<file path="src/design/aacl_pkg.sv">
// Package: payload types, constants and the divider work item for the colour lerp.
package aacl_pkg;

  localparam int CHANNEL_BITS_DEF = 16;
  localparam int POS_W = 17;
  localparam logic [POS_W-1:0] POS_ONE = 17'h10000;
  localparam int PROD_W = 33;   // 17 x 16 products and the mixed alpha
  localparam int NUM_W = 50;    // weighted numerator plus half the divisor
  localparam int NCH = 3;

  typedef struct packed {
    logic [15:0] red_a;
    logic [15:0] green_a;
    logic [15:0] blue_a;
    logic [15:0] alpha_a;
    logic [15:0] red_b;
    logic [15:0] green_b;
    logic [15:0] blue_b;
    logic [15:0] alpha_b;
    logic [16:0] position;
  } item_t;

  typedef struct packed {
    logic [15:0] red_out;
    logic [15:0] green_out;
    logic [15:0] blue_out;
    logic [15:0] alpha_out;
  } result_t;

  // One item on its way through the divider chain.
  typedef struct packed {
    logic                          gen;
    logic [NCH-1:0][NUM_W-1:0]     rem;
    logic [NCH-1:0][15:0]          quo;
    logic [PROD_W-1:0]             m;
    result_t                       res;
  } div_t;

endpackage

</file>
<file path="src/design/aacl_div_cell.sv">
// Divider cell: settles one quotient bit for all three channels and hands on.
module aacl_div_cell #(
  parameter int K = 0
) (
  input  logic            clk,
  input  logic            rst,
  input  logic            in_valid,
  input  aacl_pkg::div_t  in_item,
  output logic            out_valid,
  output aacl_pkg::div_t  out_item
);

  localparam int NW = aacl_pkg::NUM_W;

  logic [NW-1:0] dsh;
  aacl_pkg::div_t item_next;

  always_comb begin
    dsh = NW'(in_item.m) << K;
    item_next = in_item;
    for (int i = 0; i < aacl_pkg::NCH; i++) begin
      if (in_item.rem[i] >= dsh) begin
        item_next.rem[i] = in_item.rem[i] - dsh;
        item_next.quo[i][K] = 1'b1;
      end
    end
  end

  always_ff @(posedge clk) begin
    if (rst) begin
      out_valid <= 1'b0;
    end else begin
      out_valid <= in_valid;
    end
  end

  always_ff @(posedge clk) begin
    out_item <= item_next;
  end

endmodule

</file>
<file path="config.mk">
export PLATFORM = sky130hd
export DESIGN_NAME = aacl_div_cell
export DESIGN_NICKNAME = d
export VERILOG_FILES = /design/src/design/aacl_pkg.sv /design/src/design/aacl_div_cell.sv
export SDC_FILE = /design/constraint.sdc
export NUM_CORES = 1
export LEC_CHECK = 0
export BUFFER_PORTS_ARGS = -buffer_cell sky130_fd_sc_hd__buf_4
export CORE_AREA = 5 5 229 231
export DETAILED_ROUTE_END_ITERATION = 7
export DIE_AREA = 0 0 234 236
export SLEW_MARGIN = 20
export SYNTH_ARGS = -nofsm -noshare
export SYNTH_HDL_FRONTEND = slang
export SYNTH_SLANG_ARGS = --single-unit
</file>
<file path="constraint.sdc">
create_clock -name clk -period 4.24 [get_ports clk]
set_input_delay 0.424 -clock clk [delete_from_list [all_inputs] [get_ports clk]]
set_output_delay 0.424 -clock clk [all_outputs]
set_load 0.03 [all_outputs]
</file>
# Word-level counts from Yosys, hierarchy flattened

Index checks and enable logic that the tools add are counted.

Logic and storage cells: 25
Bits in latches: 0
Flip-flop bits (word level): 297
Bits in writable memories: 0
Memory bits (read-only): 0
Output and inout bits: 297
Input bits: 299
Memories: 0

$mul: 0
Shifts and indexed selects: 0
Reduce and logical (&&, ||, !) cells: 0
Order comparisons: 3
Bitwise operators: 0
Add/sub/neg operators: 3
Div/mod/pow operators: 0
Equality and inequality tests: 0
Mux-type cells: 3

Operator list:

| operator       | count |
|---|---|
| $ge 50x33->1   | 3 |
| $mux 50        | 3 |
| $sub 50x33->50 | 3 |

# Longest topological paths before layout

Depth after elaboration: 2
Mapped depth: 16
Depth with buffers taken out: 13

# Worst setup path after synthesis

No wires, ideal clock.

Kind: input-to-reg
From: input in_item[195] (netlist name)
To: register out_item[196] (netlist name)
Slack: 1.040 ns
Data arrival time: 3.079 ns
Data required time: 4.119 ns
Stages on the path: 14
Path buffers: 2
Setup time: 0.121 ns
Cell sequence: inv_1 > ha_1 > inv_1 > fa_1 > a21o_1 > a221oi_2 > nor3_1 > o41ai_1 > a211oi_1 > o211ai_1 > and2_4 > buf_6 > buf_4 > mux2_2

RTL lines:

| item                 | RTL line            | source |
|---|---|---|
| start, declared      | aacl_div_cell.sv:8  | `input aacl_pkg::div_t in_item,` |
| end signal, assigned | aacl_div_cell.sv:38 | `out_item <= item_next;` |
| end, declared        | aacl_div_cell.sv:10 | `output aacl_pkg::div_t out_item` |

==> impl_metrics.py <==
metrics = {
    "clocking": {
        "clk_path_buf_depth": 3,
        "post_cts_resized": 0,
        "cts_tree": "yes",
        "cts_root_buf": "clkbuf_16",
        "postCtsSetupBuffers": 0,
        "htreeDepth": 2,
        "numCtsBuffers": 37,
        "ctsHoldBuffers": 142,
        "clk_pin_slew_ps": 60,
        "cts_sinks": 297,
    },
    "logic_synthesis": {
        "synthTopCellsByCount": "297 x dfxtp_1, 156 x a21oi_1, 128 x nand2_1",
        "synthCells": 1525,
        "post-synth-top-count-cell": "dfxtp_1",
        "ys_warn_count": 0,
        "ys_seq_area_share_pct": 42.4,
        "synth_flop_cell": "dfxtp_1",
        "synth_nets": 1926,
        "syn-mean-instance-area_um2": 9.19,
        "yosys.area.top_type": "dfxtp_1",
        "synth_edf_count": 0,
        "synth_top_area_share_pct": 42.4,
        "synth-seq-cells": 297,
        "syn_area_mm2": 0.0140,
        "synthArstFlopShare_pct": 0,
        "synth_area_leaders": "dfxtp_1 42%, ha_1 8.8%, a21oi_1 5.6%, xnor2_1 4.9%, xor2_1 3.8%",
        "synth_cell_types": 86,
    },
    "sta": {
        "period_needed_ps": 3850,
        "rsz0062_at_grt": "no",
        "final.period_utilization_pct": 90.7,
        "tightestPinTransition_ps": 683,
        "max_freq_ghz": 0.260,
        "finalSetupViolations": 0,
        "final-hold-violation-count": 0,
        "fin_setup_tns_ps": 0,
        "max-slew-margin-rel_pct": 54.2,
        "drv_slew": 0,
    },
    "grt": {
        "use_met3_pct": 5.24,
        "grt_pass1_wl_um": 93900,
        "grt_util_met2_pct": 40.1,
        "grt_usage_pct": 22.4,
        "grt_pass1_vias": 14700,
        "grt_max_degree": 50,
        "antenna_found_initial": 11,
        "grt.busiest_layer": "met2",
        "grt.overflow.total": 0,
        "use_met1_pct": 25.4,
    },
    "floorplan": {
        "rows": 82,
        "die_w_um": 234,
        "dieArea_mm2": 0.0552,
        "start_util_pct": 28.1,
        "coreArea_mm2": 0.0499,
        "pin_count": 596,
        "dieHeight_um": 236,
    },
    "run": {
        "cap_viol_max_count": 0,
    },
    "finish": {
        "fin_util_pct": 43.7,
        "area_delta_synth_final_pct": 55.4,
        "layout-drive-gt1-share_pct": 31.4,
        "final_area_mm2": 0.0218,
        "nets": 2660,
    },
    "hold_path": {
        "hold_path.class": "in2reg",
    },
    "power_and_ir_drop": {
        "swShare_pct": 33.9,
        "intPower_mw": 6.05,
        "comb_power_share_pct": 31.0,
        "p_per_area_mw_per_mm2": 421,
        "p_switching_mw": 3.11,
        "p_leak_nw": 9.97,
        "power_frac_seq_pct": 35.4,
        "pwr-share-clk_pct": 33.6,
        "vdd_drop_max_v": 0.000217,
    },
    "place": {
        "port_buffers": 595,
        "place.gp.congestion": 0.985,
        "dp_hpwl_um": 53000,
        "placed_area_mm2": 0.0192,
    },
    "worst_setup_path": {
        "critPathMaxFanout": 19,
        "cp.required_ps": 4650,
        "arrival_ps": 4250,
        "criticalPathCategory": "in2reg",
        "startpoint_type": "input pin",
        "endpoint_kind": "flip-flop",
    },
    "routing": {
        "vias": 14400,
        "drc": 0,
        "wl_um": 66100,
        "wl_per_cell_um": 22.3,
        "viasPerCell": 4.86,
        "drtIter0Drc": 860,
        "ant_nets": 0,
        "first_pass_iters": 6,
    },
    "outcome": {
        "status": "finished clean",
    },
}
==> layout make-up <==
class	instances	area (um2)
Antenna cell	5	12.5
Clock buffer	46	990
Clock inverter	17	175
Fill cell	4812	28100
Inverter	66	248
Multi-Input combinational cell	1103	7520
Sequential cell	297	5950
Tap cell	672	841
Timing Repair Buffer	754	6040
==> power groups by stage <==
stage | sequential [mW] | combinational (mW) | clock, mW
5_1_grt | 3.27 | 3.00 | 3.26
2_1_floorplan | 3.92 | 0.890 | 0
3_5_place_dp | 3.29 | 2.71 | 0
6_report | 3.24 | 2.84 | 3.07
3_3_place_gp | 3.30 | 2.71 | 0
4_1_cts | 3.24 | 2.84 | 3.16
==> stage by stage <==
| stage | total power, mW | instances | worst slack, ps | hold WS [ps] |
|---|---|---|---|---|
| after floorplan | 4.81 | 1525 | 1040 | 452 |
| after global placement | 6.01 | 2750 | 485 | 529 |
| after detailed placement | 6.00 | 2750 | 460 | 530 |
| after CTS | 9.24 | 2955 | 466 | 6.38 |
| after global routing | 9.53 | 2958 | 130 | 18.5 |
| final | 9.16 | 2960 | 394 | 41.3 |
==> flip-flops by register name, summed over array words and instances, names as in the netlist <==
signal / flops
out_valid: 1
out_item: 296
==> path summary, 6_finish.rpt <==
check,start,endpoint,cells past startpoint
hold / removal,rst,out_valid$_SDFF_PP0_,2
setup / recovery,in_item[65],out_item[210]$_DFF_P_,16
==> placed cells by master (no fill, tap or decap), types with 7 or more instances in the layout <==
cell type / n
nand2b_1: 17
dlygate4sd3_1: 142
mux2_2: 9
nand4_1: 29
o21bai_1: 15
o21ai_0: 81
nor3_1: 23
or3_1: 10
nand2_1: 128
a21oi_1: 156
o31ai_1: 7
xnor2_1: 79
a21o_1: 38
nand4b_1: 11
xor2_1: 61
a211oi_1: 13
nor4_1: 17
nor2_1: 120
clkbuf_16: 37
dfxtp_1: 297
nand3b_1: 8
inv_1: 65
and3_1: 9
a31oi_1: 10
o21a_1: 10
and2_1: 8
mux2_4: 8
nand3_1: 24
nor2b_1: 7
buf_4: 610
ha_1: 99
==> worst max-delay path, cell delays in order <==
cell and delay, ps:
dlygate4sd3_1 540, buf_4 110, inv_1 180, fa_1 510, a21o_1 210, a221oi_2 380
nor3_1 140, o41ai_1 400, buf_4 190, a211oi_1 90, o211ai_1 200, and2_4 250
buf_12 170, buf_4 200, nand2_1 70, o21ai_0 170
==> routing by layer <==
layer  wire length [um]  share of wire (%)
met1              25400                 38
met2              33200                 50
met3               4520                6.8
met4               2980                4.5
met5                 97               0.15
==> cells by family after synthesis <==
kind of cell / after synthesis / synth area share (%)
simple gates: 450 / 16.3
xor+xnor: 140 / 8.75
mux: 24 / 2.12
flops: 297 / 42.4
compound gates: 387 / 17.3
buf+inv: 125 / 3.85
fa+ha+maj: 102 / 9.27
Power figures use the tool's default switching activity.
